===== config.mk =====
export PLATFORM = sky130hd
export DESIGN_NAME = days_between_dates_top
export DESIGN_NICKNAME = d
export VERILOG_FILES = /design/src/dbd_pkg.sv /design/src/dbd_ctrl.sv /design/src/dbd_dp.sv /design/src/days_between_dates_top.sv
export SDC_FILE = /design/constraint.sdc
export NUM_CORES = 1
export LEC_CHECK = 0
export ABC_AREA = 0
export BUFFER_PORTS_ARGS = -buffer_cell sky130_fd_sc_hd__buf_2
export CORE_ASPECT_RATIO = 0.5
export CORE_MARGIN = 2
export CORE_UTILIZATION = 42
export DETAILED_ROUTE_END_ITERATION = 7
export HOLD_SLACK_MARGIN = 0.05
export PLACE_DENSITY_LB_ADDON = 0.15
export SYNTH_ARGS = -nofsm -noshare
export SYNTH_HDL_FRONTEND = slang
export SYNTH_SLANG_ARGS = --single-unit

===== constraint.sdc =====
create_clock -name clk_i -period 24.2 [get_ports clk_i]
set_clock_uncertainty 0.15 [all_clocks]
set_input_delay 1.21 -clock clk_i [delete_from_list [all_inputs] [get_ports clk_i]]
set_output_delay 1.21 -clock clk_i [all_outputs]
set_load 0.01 [all_outputs]

===== src/dbd_pkg.sv =====
// ----------------------------------------------------------------------------
// dbd_pkg
// shared types, constants and calendar helpers for the day count block
// ----------------------------------------------------------------------------
package dbd_pkg;

  localparam int COUNT_BITS = 15;
  localparam int YEAR_BITS  = 14;
  localparam int MONTH_BITS = 4;
  localparam int DAY_BITS   = 5;

  localparam int IN_DATA_BITS  = 48;
  localparam int OUT_DATA_BITS = 16;
  localparam int STATUS_BITS   = 2;

  localparam logic [COUNT_BITS-1:0] COUNT_CAP  = {COUNT_BITS{1'b1}};
  localparam logic [COUNT_BITS:0]   COUNT_OVER = {1'b1, {COUNT_BITS{1'b0}}};

  localparam logic [MONTH_BITS-1:0] MONTH_JAN = 4'd1;
  localparam logic [MONTH_BITS-1:0] MONTH_FEB = 4'd2;
  localparam logic [MONTH_BITS-1:0] MONTH_DEC = 4'd12;
  localparam logic [DAY_BITS-1:0]   DAY_FIRST = 5'd1;

  localparam logic [STATUS_BITS-1:0] STATUS_OK      = 2'd0;
  localparam logic [STATUS_BITS-1:0] STATUS_INVALID = 2'd1;
  localparam logic [STATUS_BITS-1:0] STATUS_SAT     = 2'd2;

  typedef enum logic [2:0] {
    ST_IDLE,
    ST_PREP,
    ST_CHECK,
    ST_WALK,
    ST_FINISH,
    ST_OUT
  } state_e;

  typedef struct packed {
    logic load;
    logic check;
    logic step;
    logic finish;
  } dbd_cmd_t;

  typedef struct packed {
    logic invalid;
    logic start_ge_end;
    logic walk_end;
  } dbd_sts_t;

  // leap rule via divisibility by 4, 25 and 16; y/25 by reciprocal multiply
  function automatic logic is_leap(input logic [YEAR_BITS-1:0] y);
    logic [26:0]          prod;
    logic [9:0]           quo;
    logic [YEAR_BITS-1:0] rem;
    logic                 by4;
    logic                 by25;
    logic                 by16;
    prod = 27'(y) * 27'd5243;
    quo  = prod[26:17];
    rem  = y - ({4'b0, quo} * 14'd25);
    by4  = (y[1:0] == 2'b00);
    by16 = (y[3:0] == 4'b0000);
    by25 = (rem == '0);
    return by4 && (!by25 || by16);
  endfunction

  function automatic logic [DAY_BITS-1:0] days_in_month(input logic [MONTH_BITS-1:0] m,
                                                        input logic leap);
    logic [DAY_BITS-1:0] n;
    unique case (m)
      4'd1, 4'd3, 4'd5, 4'd7, 4'd8, 4'd10, 4'd12: n = 5'd31;
      4'd4, 4'd6, 4'd9, 4'd11:                    n = 5'd30;
      MONTH_FEB:                                  n = leap ? 5'd29 : 5'd28;
      default:                                    n = 5'd0;
    endcase
    return n;
  endfunction

endpackage


===== src/dbd_ctrl.sv =====
// ----------------------------------------------------------------------------
// dbd_ctrl
// sequencer for load, check, day walk and result handoff
// ----------------------------------------------------------------------------
module dbd_ctrl (
  input  logic              clk_i,
  input  logic              rst_ni,
  input  logic              in_valid_i,
  output logic              in_ready_o,
  output logic              out_valid_o,
  input  logic              out_ready_i,
  input  dbd_pkg::dbd_sts_t sts_i,
  output dbd_pkg::dbd_cmd_t cmd_o
);

  dbd_pkg::state_e state_q, state_d;

  always_ff @(posedge clk_i or negedge rst_ni) begin
    if (!rst_ni) begin
      state_q <= dbd_pkg::ST_IDLE;
    end else begin
      state_q <= state_d;
    end
  end

  always_comb begin
    state_d     = state_q;
    cmd_o       = '0;
    in_ready_o  = 1'b0;
    out_valid_o = 1'b0;
    unique case (state_q)
      dbd_pkg::ST_IDLE: begin
        in_ready_o = 1'b1;
        if (in_valid_i) begin
          cmd_o.load = 1'b1;
          state_d    = dbd_pkg::ST_PREP;
        end
      end
      dbd_pkg::ST_PREP: begin
        state_d = dbd_pkg::ST_CHECK;
      end
      dbd_pkg::ST_CHECK: begin
        cmd_o.check = 1'b1;
        if (sts_i.invalid || sts_i.start_ge_end) begin
          state_d = dbd_pkg::ST_FINISH;
        end else begin
          state_d = dbd_pkg::ST_WALK;
        end
      end
      dbd_pkg::ST_WALK: begin
        if (sts_i.walk_end) begin
          state_d = dbd_pkg::ST_FINISH;
        end else begin
          cmd_o.step = 1'b1;
        end
      end
      dbd_pkg::ST_FINISH: begin
        cmd_o.finish = 1'b1;
        state_d      = dbd_pkg::ST_OUT;
      end
      dbd_pkg::ST_OUT: begin
        out_valid_o = 1'b1;
        if (out_ready_i) begin
          state_d = dbd_pkg::ST_IDLE;
        end
      end
      default: begin
        state_d = dbd_pkg::ST_IDLE;
      end
    endcase
  end

endmodule


===== src/dbd_dp.sv =====
// ----------------------------------------------------------------------------
// dbd_dp
// date registers, leap flags, one-day stepper, counter and result register
// ----------------------------------------------------------------------------
module dbd_dp (
  input  logic                                clk_i,
  input  logic [dbd_pkg::IN_DATA_BITS-1:0]    in_data_i,
  input  logic                                in_inc_i,
  input  dbd_pkg::dbd_cmd_t                   cmd_i,
  output dbd_pkg::dbd_sts_t                   sts_o,
  output logic [dbd_pkg::COUNT_BITS-1:0]      total_o,
  output logic [dbd_pkg::STATUS_BITS-1:0]     status_o
);

  logic [dbd_pkg::YEAR_BITS-1:0]  wy_q, wy_d, ey_q;
  logic [dbd_pkg::MONTH_BITS-1:0] wm_q, wm_d, em_q;
  logic [dbd_pkg::DAY_BITS-1:0]   wd_q, wd_d, ed_q;
  logic                           inc_q;
  logic                           inv_q;
  logic                           wleap_q, eleap_q;
  logic [dbd_pkg::COUNT_BITS:0]   cnt_q, cnt_d;
  logic [dbd_pkg::COUNT_BITS-1:0] total_q;
  logic [dbd_pkg::STATUS_BITS-1:0] status_q;

  logic [dbd_pkg::DAY_BITS-1:0] wlen, elen;
  logic                         same_date;

  assign wlen      = dbd_pkg::days_in_month(wm_q, wleap_q);
  assign elen      = dbd_pkg::days_in_month(em_q, eleap_q);
  assign same_date = ({wy_q, wm_q, wd_q} == {ey_q, em_q, ed_q});

  assign sts_o.invalid = (wd_q == '0) || (wd_q > wlen) || (ed_q == '0) || (ed_q > elen);
  assign sts_o.start_ge_end = ({wy_q, wm_q, wd_q} >= {ey_q, em_q, ed_q});
  assign sts_o.walk_end     = same_date || (cnt_q == dbd_pkg::COUNT_OVER);

  // next calendar day
  always_comb begin
    wy_d = wy_q;
    wm_d = wm_q;
    wd_d = wd_q + 5'd1;
    if (wd_q == wlen) begin
      wd_d = dbd_pkg::DAY_FIRST;
      if (wm_q == dbd_pkg::MONTH_DEC) begin
        wm_d = dbd_pkg::MONTH_JAN;
        wy_d = wy_q + 14'd1;
      end else begin
        wm_d = wm_q + 4'd1;
      end
    end
    cnt_d = cnt_q + (dbd_pkg::COUNT_BITS + 1)'(1);
  end

  always_ff @(posedge clk_i) begin
    wleap_q <= dbd_pkg::is_leap(wy_q);
    eleap_q <= dbd_pkg::is_leap(ey_q);
    if (cmd_i.load) begin
      wy_q  <= in_data_i[13:0];
      wm_q  <= in_data_i[17:14];
      wd_q  <= in_data_i[22:18];
      ey_q  <= in_data_i[36:23];
      em_q  <= in_data_i[40:37];
      ed_q  <= in_data_i[45:41];
      inc_q <= in_inc_i;
    end
    if (cmd_i.check) begin
      inv_q <= sts_o.invalid;
      cnt_q <= {{dbd_pkg::COUNT_BITS{1'b0}}, inc_q};
    end
    if (cmd_i.step) begin
      wy_q  <= wy_d;
      wm_q  <= wm_d;
      wd_q  <= wd_d;
      cnt_q <= cnt_d;
    end
    if (cmd_i.finish) begin
      if (inv_q) begin
        total_q  <= '0;
        status_q <= dbd_pkg::STATUS_INVALID;
      end else if (cnt_q[dbd_pkg::COUNT_BITS]) begin
        total_q  <= dbd_pkg::COUNT_CAP;
        status_q <= dbd_pkg::STATUS_SAT;
      end else begin
        total_q  <= cnt_q[dbd_pkg::COUNT_BITS-1:0];
        status_q <= dbd_pkg::STATUS_OK;
      end
    end
  end

  assign total_o  = total_q;
  assign status_o = status_q;

endmodule


===== src/days_between_dates_top.sv =====
// ----------------------------------------------------------------------------
// days_between_dates_top
// gregorian day count between two dates by a one-day-per-cycle walk
// ----------------------------------------------------------------------------
// usage:
//   slave stream takes one transfer holding start date, end date and the
//   include_end flag; master stream returns one transfer with the day count
//   and a status code (ok, invalid date, saturated).
//   one item at a time: tready on the slave side is high only when idle.
//   after an input transfer the sequencer passes through prep and check;
//   the day stepper then advances one calendar day per cycle until the end
//   date or a count of 32768 is reached, and finish registers the result.
//   an invalid date or a start not before the end skips the walk. slave
//   tready returns in the cycle after the result transfer.
//   the result stays on the master side until it is taken; while the
//   receiver stalls no new transfer is accepted.
//   reset returns the sequencer to idle: master tvalid is low and slave
//   tready is high.
// ----------------------------------------------------------------------------
module days_between_dates_top (
  input  logic                               clk_i,
  input  logic                               rst_ni,
  input  logic                               s_axis_tvalid_i,
  output logic                               s_axis_tready_o,
  // start_year, start_month, start_day, end_year, end_month, end_day, pad
  input  logic [dbd_pkg::IN_DATA_BITS-1:0]   s_axis_tdata_i,
  // include_end
  input  logic                               s_axis_tuser_i,
  output logic                               m_axis_tvalid_o,
  input  logic                               m_axis_tready_i,
  // day_total, pad
  output logic [dbd_pkg::OUT_DATA_BITS-1:0]  m_axis_tdata_o,
  // status
  output logic [dbd_pkg::STATUS_BITS-1:0]    m_axis_tuser_o
);

  dbd_pkg::dbd_cmd_t               cmd;
  dbd_pkg::dbd_sts_t               sts;
  logic [dbd_pkg::COUNT_BITS-1:0]  total;

  dbd_ctrl u_ctrl (
    .clk_i       (clk_i),
    .rst_ni      (rst_ni),
    .in_valid_i  (s_axis_tvalid_i),
    .in_ready_o  (s_axis_tready_o),
    .out_valid_o (m_axis_tvalid_o),
    .out_ready_i (m_axis_tready_i),
    .sts_i       (sts),
    .cmd_o       (cmd)
  );

  dbd_dp u_dp (
    .clk_i     (clk_i),
    .in_data_i (s_axis_tdata_i),
    .in_inc_i  (s_axis_tuser_i),
    .cmd_i     (cmd),
    .sts_o     (sts),
    .total_o   (total),
    .status_o  (m_axis_tuser_o)
  );

  assign m_axis_tdata_o = {{(dbd_pkg::OUT_DATA_BITS - dbd_pkg::COUNT_BITS){1'b0}}, total};

  a_one_at_a_time: assert property (@(posedge clk_i) disable iff (!rst_ni)
    !(s_axis_tready_o && m_axis_tvalid_o))
    else $error("input ready while a result is pending");

  a_accept_blocks: assert property (@(posedge clk_i) disable iff (!rst_ni)
    (s_axis_tvalid_i && s_axis_tready_o) |=> !s_axis_tready_o && !m_axis_tvalid_o)
    else $error("block not busy after accepting a transfer");

  a_invalid_zero: assert property (@(posedge clk_i) disable iff (!rst_ni)
    (m_axis_tvalid_o && (m_axis_tuser_o == dbd_pkg::STATUS_INVALID)) |->
      (m_axis_tdata_o == '0))
    else $error("invalid date with nonzero count");

  a_sat_cap: assert property (@(posedge clk_i) disable iff (!rst_ni)
    (m_axis_tvalid_o && (m_axis_tuser_o == dbd_pkg::STATUS_SAT)) |->
      (m_axis_tdata_o[dbd_pkg::COUNT_BITS-1:0] == dbd_pkg::COUNT_CAP))
    else $error("saturated status without capped count");

endmodule


==> results by stage, run 1 <==
Run status:
- The run finished with clean final reports.

Synth:
- Yosys mapped a number of flops with a built-in enable equal to 81.
- The fraction of registers with async set or reset after synthesis is 0.0349.
- The share of the synthesized area in the top cell type is 0.273.
- After technology mapping, the gate count stands at 1,422.
- The number of distinct library cells after synthesis is 65.
- The post-synthesis net count is 1,940.
- Of the synthesized area, sequential elements account for 0.181.
- Averaged over all synthesized cells, the footprint is 9.91 um^2.
- For this run, the number of Yosys warnings is 0.
- After synthesis, the most frequently instantiated cells are sky130_fd_sc_hd__ha_1 (307), sky130_fd_sc_hd__inv_1 (307), sky130_fd_sc_hd__fa_1 (158), sky130_fd_sc_hd__nor2_1 (87), sky130_fd_sc_hd__edfxtp_1 (81).
- After synthesis, the cell types taking the most area are sky130_fd_sc_hd__ha_1 (27%), sky130_fd_sc_hd__fa_1 (22%), sky130_fd_sc_hd__edfxtp_1 (17%), sky130_fd_sc_hd__inv_1 (8.2%), sky130_fd_sc_hd__xnor2_1 (4.0%).
- The most area-hungry cell type in the Yosys netlist is sky130_fd_sc_hd__ha_1.
- Summing every instance area after synthesis gives 0.0141 mm^2.
- The flip-flop and latch count after synthesis is 86.
- The most used flip-flop cell after synthesis is sky130_fd_sc_hd__edfxtp_1.

Critical path:
- The type of element launching the critical path is a flop.
- STA classifies the critical path endpoint as a flop.
- The data required time of the critical path is 24.25 ns.
- The worst register-to-register path has a setup slack of 14.93 ns.
- The critical path is of the flop to flop type.
- STA puts the critical path data arrival time at 9.32 ns.
- Among all stages on the critical path, the largest delay is contributed by sky130_fd_sc_hd__edfxtp_1.
- The buffer and inverter count on the worst path is 4.
- The most repeated library cell on the critical path is sky130_fd_sc_hd__fa_1.
- Of all nets on the critical path, the largest fanout is 10.
- In this design, the stage delay of the slowest critical-path cell is 0.70 ns.
- Among cell families on the critical path, the largest total delay comes from adder cells.

Timing:
- The post-route clock period utilization is 0.383.
- The fmax is 108 MHz.
- The time the final worst path needs with I/O delays and setup is 9.27 ns.
- Setup repair after global routing left no endpoint under its margin.
- The sum of negative setup slack is 0 ns.
- Setup violations remaining at the end of the flow were counted as 0.
- The count of final max-slew check failures was 0.
- The worst hold slack after final layout is 0.389 ns.
- The slew at the pin closest to its max-slew limit is 1.11 ns.
- The worst pin sits at a relative slew slack of 0.257.
- The count of final hold-check violations is 0.

Clock network:
- After clock tree synthesis, the flow added hold-fix buffers numbering 0.
- The number of sinks on the clock net is 86.
- The number of resized instances in the post-cts repair step is 0.
- The clock edge transition at the registers on the reported setup and hold paths is 0.07 ns.
- TritonCTS built the clock tree.
- In this run the number of H-tree levels came out at 3.
- The buffer depth of the longest clock path is 2.
- The root buffer cell is sky130_fd_sc_hd__clkbuf_16.
- The number of buffers inserted during clock tree synthesis is 9.
- The source-to-sink clock delay at the later pin of the worst-skew pair is 0.35 ns.
- The number of setup buffers added after CTS is 0.

Global route:
- The via count of the first global-routing pass is 10,700.
- After global routing the overflow that remains totals 0.
- The first global-routing pass estimated 52,500 um of wire.
- The number of antenna violations at the first check in global routing is 0.
- The largest net degree at the start of global routing is 59.
- In the global route stage, overall resource usage came out at 0.185.

Floorplan:
- The die is 263 um wide.
- The floorplan step defined a core boundary enclosing 0.0330 mm^2.
- The I/O pin count is 73.
- The die is 134 um tall.
- The site row count is 47.
- For this configuration, the core starts out at a cell density of 0.426.
- The floorplan step defined a die boundary enclosing 0.0351 mm^2.

Detailed routing:
- The routed via count is 9,819.
- For this run, design rule violations remaining after detail routing come to 0.
- The remaining number of nets flagged by the antenna check after routing is 0.
- In the routed layout, each cell is associated on average with a via count of 5.07.
- The violation count after the first detailed-routing iteration is 462.
- The number of optimization iterations in the first detailed-route pass is 5.
- Wires add up to 30,200 um.
- In the final routed layout, each cell accounts on average for 15.6 um.

Finish:
- The area growth from synthesis to final layout is 8.13%.
- The share of the core filled with cells is 0.461.
- The final non-filler cell area is 0.0152 mm^2.
- The share of final-layout standard cells stronger than drive strength 1 is 0.0715.
- For this run, the post-layout net count is 2,009.
- The number of diodes added for antenna fixing is 0.

Placement:
- Detailed placement ended at an HPWL of 26,200 um.
- The number of buffers inserted by port buffering is 69.
- Routability-driven placement finished with a final weighted congestion of 0.825.
- The cell area reported after detailed placement is 0.0150 mm^2.

Job:
- Max-cap violations in this run came to 0.

Worst hold path:
- The class of the tightest hold or removal check is flop to flop.
[logic make-up after synthesis]
family,Yosys count,synth area share
AO/OA/AOI/OAI,172,0.0803
adder cells (fa/ha/maj),465,0.497
flip-flops,86,0.181
other,1,0.000266
AND/OR/NAND/NOR,281,0.0949
XOR/XNOR,89,0.0558
buffers and inverters,321,0.0858
multiplexers,7,0.00533
[sequential cells by signal (all words and copies together), names as in the netlist, 2 cells and up]
name and cells:
u_dp.em_q 4, u_dp.status_o 2, u_dp.wd_q 5, u_dp.cnt_q 16, u_dp.total_o 15, u_dp.ey_q 14, u_dp.wy_q 14, u_ctrl.state_q 3
u_dp.ed_q 5, u_dp.wm_q 4
[layout make-up]
type,count,area (um^2)
inverters,307,1150
multi-input cells,1015,10300
repair buffers,72,368
flip-flops and latches,86,2550
fillers,3143,17800
well taps,441,552
clock buffers,11,243
clock inverters,5,40.0
[stage by stage]
step	cells	setup WS (ns)
2_1_floorplan	1422	15.99
3_3_place_gp	1921	14.96
3_5_place_dp	1921	14.92
4_1_cts	1937	14.89
5_1_grt	1937	14.45
6_report	1937	14.93
[worst reg2reg max path: cells and delay by family (launching register included)]
kind	cells	cell delay (ns)
xor+xnor	1	0.34
compound gates	13	3.03
fa+ha+maj	10	4.35
buf+inv	4	0.27
simple gates	2	0.29
flops	1	0.70
[path summary, 6_finish.rpt]
| path | end | from | cells past startpoint |
|---|---|---|---|
| setup / recovery | u_dp.wleap_q$_DFF_P_ | u_dp.wy_q[10]$_DFFE_PP_ | 30 |
| hold / removal | u_dp.cnt_q[0]$_DFFE_PP_ | u_dp.inc_q$_DFFE_PP_ | 2 |
| setup reg to reg | u_dp.wleap_q$_DFF_P_ | u_dp.wy_q[10]$_DFFE_PP_ | 30 |
| hold reg to reg | u_dp.cnt_q[0]$_DFFE_PP_ | u_dp.inc_q$_DFFE_PP_ | 2 |
| max in group asynchronous | u_ctrl.state_q[0]$_DFFE_PN0P_ | rst_ni | 1 |
| min in group asynchronous | u_ctrl.state_q[2]$_DFFE_PN0P_ | rst_ni | 1 |
[per-layer routing]
layer  GRT usage  vias up  part of all wire  routed length (um)
met3      0.0189       27             0.023                 696
met4      0.0413        0             0.015                 464
met1       0.247     4826              0.48               14400
met2       0.326      129              0.48               14600
met5           0        -                 0                   0
li1            -     4837                 -                   -
[cell usage in the layout (no fill, tap or decap), types with 4 or more instances in the layout]
cell type	n
sky130_fd_sc_hd__inv_1	307
sky130_fd_sc_hd__ha_1	307
sky130_fd_sc_hd__fa_1	158
sky130_fd_sc_hd__nor2_1	87
sky130_fd_sc_hd__edfxtp_1	81
sky130_fd_sc_hd__buf_2	69
sky130_fd_sc_hd__nand2_1	67
sky130_fd_sc_hd__xnor2_1	65
sky130_fd_sc_hd__o21ai_0	48
sky130_fd_sc_hd__a21oi_1	40
sky130_fd_sc_hd__nand3_1	30
sky130_fd_sc_hd__xor2_1	23
sky130_fd_sc_hd__nor3_1	15
sky130_fd_sc_hd__nand4_1	14
sky130_fd_sc_hd__nand2b_1	14
sky130_fd_sc_hd__nor2b_1	13
sky130_fd_sc_hd__a21o_1	13
sky130_fd_sc_hd__and3_1	11
sky130_fd_sc_hd__o21a_1	11
sky130_fd_sc_hd__clkbuf_16	9
sky130_fd_sc_hd__a31oi_1	7
sky130_fd_sc_hd__and2_1	7
sky130_fd_sc_hd__mux2i_1	5
sky130_fd_sc_hd__o211ai_1	5
sky130_fd_sc_hd__nor4_1	4
sky130_fd_sc_hd__or2_2	4
sky130_fd_sc_hd__o31ai_1	4
sky130_fd_sc_hd__a22oi_1	4
sky130_fd_sc_hd__a41oi_1	4
Power of run 1 is left out: the tool's default activity adds up to more than one toggle a clock period on the data nets, which glitch-free logic cannot reach.
==> run 2, diff against run 1 <==
- clock period: 24.2 -> 8.8 ns (I/O delays scaled with it)
==> results by stage, run 2 (synthesized netlist as in run 1, its figures left out) <==
Run status:
- The flow ran to the end, and the final reports show no timing, DRC or antenna violations.

Placement:
- The total instance count after detailed placement is 1,984 (+3.3%).
- The number of buffers inserted by port buffering was 69 (unchanged).
- The detailed placer's ending HPWL is 27,500 um (+4.7%).
- The final weighted congestion in routability-driven placement is 0.855 (+3.7%).
- The pre-CTS setup slack is -0.126 ns (-15.04 ns).

Clock network:
- The clock edge transition at the registers on the reported setup and hold paths is 0.08 ns (about the same).
- The count of H-tree levels built during CTS is 3 (unchanged).
- The number of buffers inserted during clock tree synthesis is 9 (unchanged).
- The buffer depth of the longest clock path is 2 (unchanged).
- The source-to-sink clock delay at the later pin of the worst-skew pair is 0.38 ns (+0.03 ns).
- The number of sinks on the clock net is 86 (unchanged).
- In this run the clock root is driven by a sky130_fd_sc_hd__clkbuf_16.
- The CTS tree is yes.

Critical path:
- The type of element launching the critical path is a flop.
- The cell count of the worst reg-to-reg path was 32 (+6.7%).
- The path length in cells of the critical path is 32 (+6.7%).
- The most repeated library cell on the critical path is sky130_fd_sc_hd__fa_1.
- The worst reg-to-reg setup slack came to 0.33 ns (-14.60 ns).
- The worst register-to-register path begins at u_dp.wy_q[10]$_DFFE_PP_.
- The data arrival time of the critical path is 8.55 ns (-0.77 ns).
- On the critical path the largest part of the delay comes from adder cells.
- The buffer and inverter count on the worst path is 6 (+2).
- The top fanout value on the critical path is 6 (-4).
- The delay contributed by the slowest stage of the critical path came to 0.59 ns (-0.11 ns).
- The worst setup path is of the flop to flop kind.
- The kind of end point of the critical path is a flop.
- The reg-to-reg endpoint is u_dp.wleap_q$_DFF_P_.
- The standard cell with the maximum stage delay on the critical path is sky130_fd_sc_hd__fa_1.
- The critical path starts at u_dp.wy_q[10]$_DFFE_PP_.
- Following the worst setup path forward leads to its endpoint at u_dp.wleap_q$_DFF_P_.
- The data required time of the critical path is 8.89 ns (-15.36 ns).

Timing:
- The post-route clock period utilization came to 0.962 (+0.579).
- The worst-case setup margin in the final layout is 0.333 ns (-14.60 ns).
- The fmax came to 118 MHz (+9.5%).
- The final count of negative-setup-slack endpoints came to 0 (unchanged).
- The slew at the pin closest to its max-slew limit is 1.09 ns (-0.0243 ns).
- The max-slew headroom at the worst pin is 0.273 (+0.0162).
- The count of final hold-check violations is 0 (unchanged).
- The time the final worst path needs with I/O delays and setup is 8.47 ns (-0.803 ns).
- The count of final max-slew check failures was 0 (unchanged).

Floorplan:
- The placeable core area is 0.0330 mm^2 (unchanged).
- The die area is 0.0351 mm^2 (unchanged).
- The effective utilization at floorplan is 0.426 (unchanged).
- The width of the die is 263 um (unchanged).
- The I/O pin count is 73 (unchanged).
- The site row count is 47 (unchanged).
- The die outline height was 134 um (unchanged).

Worst hold path:
- The worst hold path belongs to the class input port to flop.
- The number of cells on the worst hold path was 1 (-1).

Finish:
- The register containing the most flip-flops in the final layout is u_dp.cnt_q.
- The top cell types in the final layout, fill and taps aside, are sky130_fd_sc_hd__inv_1 (304), sky130_fd_sc_hd__ha_1 (294), sky130_fd_sc_hd__fa_1 (158).
- The number of diodes added for antenna fixing came to 0 (unchanged).
- Leaving out fill and tap cells, the most frequent cell in the layout is sky130_fd_sc_hd__inv_1.
- The area growth from synthesis to layout is 16.9%.
- The share of final-layout standard cells stronger than drive strength 1 was 0.164 (+0.0928).
- The number of nets in the layout came to 2,120 (+5.5%).
- The count of placed standard cells in the final layout, fillers left out came to 2,048 (+5.7%).
- The number of flip-flops under the largest register name came to 16 (unchanged).
- The share of the core filled with cells is 0.499 (+0.0374).

Job:
- The count of max-cap constraint violations is 0 (unchanged).

Detailed routing:
- The via density per instance was 4.97 (-1.9%).
- The routed wire length is 32,700 um (+8.4%).
- The number of remaining DRC errors is 0 (unchanged).
- The routed via count is 10,200 (+3.7%).
- The remaining number of nets flagged by the antenna check after routing is 0 (unchanged).
- The violation count after the first detailed-routing iteration is 373 (-19%).
- The number of optimization iterations in the first detailed-route pass was 5 (unchanged).
- The average detailed-routed wire length per instance was 16.0 um (+2.5%).

Global route:
- The total congestion overflow was 0 (unchanged).
- The via count of the first global-routing pass came to 11,100 (+3.4%).
- The first-pass GRT wire length is 54,800 um (+4.4%).
- The number of antenna violations at the first check in global routing is 0 (unchanged).
- The largest net degree at the start of global routing was 58 (-1.7%).
- The global-route usage over all layers is 0.195 (+0.0101).
run 2: cell types whose count changed in the layout (fill, tap and decap cells not counted), moves of 5 or more:
cell                      before  now
sky130_fd_sc_hd__buf_4         3  109
sky130_fd_sc_hd__ha_1        307  294
sky130_fd_sc_hd__ha_4          0   12
sky130_fd_sc_hd__a21oi_1      40   32
sky130_fd_sc_hd__a21oi_2       2    9
sky130_fd_sc_hd__o21ai_0      48   43
sky130_fd_sc_hd__xor2_1       23   18
sky130_fd_sc_hd__xor2_2        1    6
run 2: layout make-up:
| cell class | count | area, um^2 |
|---|---|---|
| Fill cell | 3082 | 16600 |
| Multi-Input combinational cell | 1015 | 10700 |
| Sequential cell | 86 | 2550 |
| Timing Repair Buffer | 183 | 1220 |
| Inverter | 307 | 1150 |
| Tap cell | 441 | 552 |
| Clock buffer | 9 | 225 |
| Clock inverter | 7 | 73.8 |
run 2: how the worst min path moves through the flow:
stage / startpoint / endpoint / slack, ns
after floorplan: rst_ni / u_ctrl.state_q[0]$_DFFE_PN0P_ / -0.006
after global placement: rst_ni / u_ctrl.state_q[2]$_DFFE_PN0P_ / 0.09
after detailed placement: rst_ni / u_ctrl.state_q[2]$_DFFE_PN0P_ / 0.09
after CTS: s_axis_tdata_i[32] / u_dp.ey_q[9]$_DFFE_PP_ / 0.06
after global routing: s_axis_tdata_i[35] / u_dp.ey_q[12]$_DFFE_PP_ / 0.07
final: s_axis_tdata_i[40] / u_dp.em_q[3]$_DFFE_PP_ / 0.08
run 2: layer usage:
metal	up-vias	global-route usage	routed length, um
met2	118	0.346	15900
met5	-	0	0
met3	22	0.0238	766
met4	0	0.0298	295
li1	5054	-	-
met1	4991	0.262	15700
run 2: worst register-to-register path, delay by kind of cell, from the launching register on:
family / cells / cell delay (ns)
adders and majority gates: 10 / 4.13
AOI/OAI and AO/OA: 10 / 1.96
buffers and inverters: 6 / 0.66
and+or+nand+nor: 3 / 0.54
DFF: 1 / 0.39
xor gates and xnor gates: 2 / 0.34
muxes: 1 / 0.20
run 2: timing repair:
item | in CTS | in global routing
setup endpoints to repair | 2 | 2
pin swaps | 0 | 56
setup buffers | 8 | 39
hold buffers | 1 | 0
hold endpoints to repair | 3 | 0
resized for setup | 4 | 60
run 2: metrics by stage:
stage                     setup TNS [ns]  hold WS, ns  cell area, um^2
after floorplan                        0     -0.00559            14100
after global placement                 0       0.0887            15400
after detailed placement          -0.126       0.0892            15400
after CTS                              0       0.0643            15800
after global routing              -0.134       0.0711            16500
final                                  0       0.0833            16500
Power of run 2 is left out for the same reason.
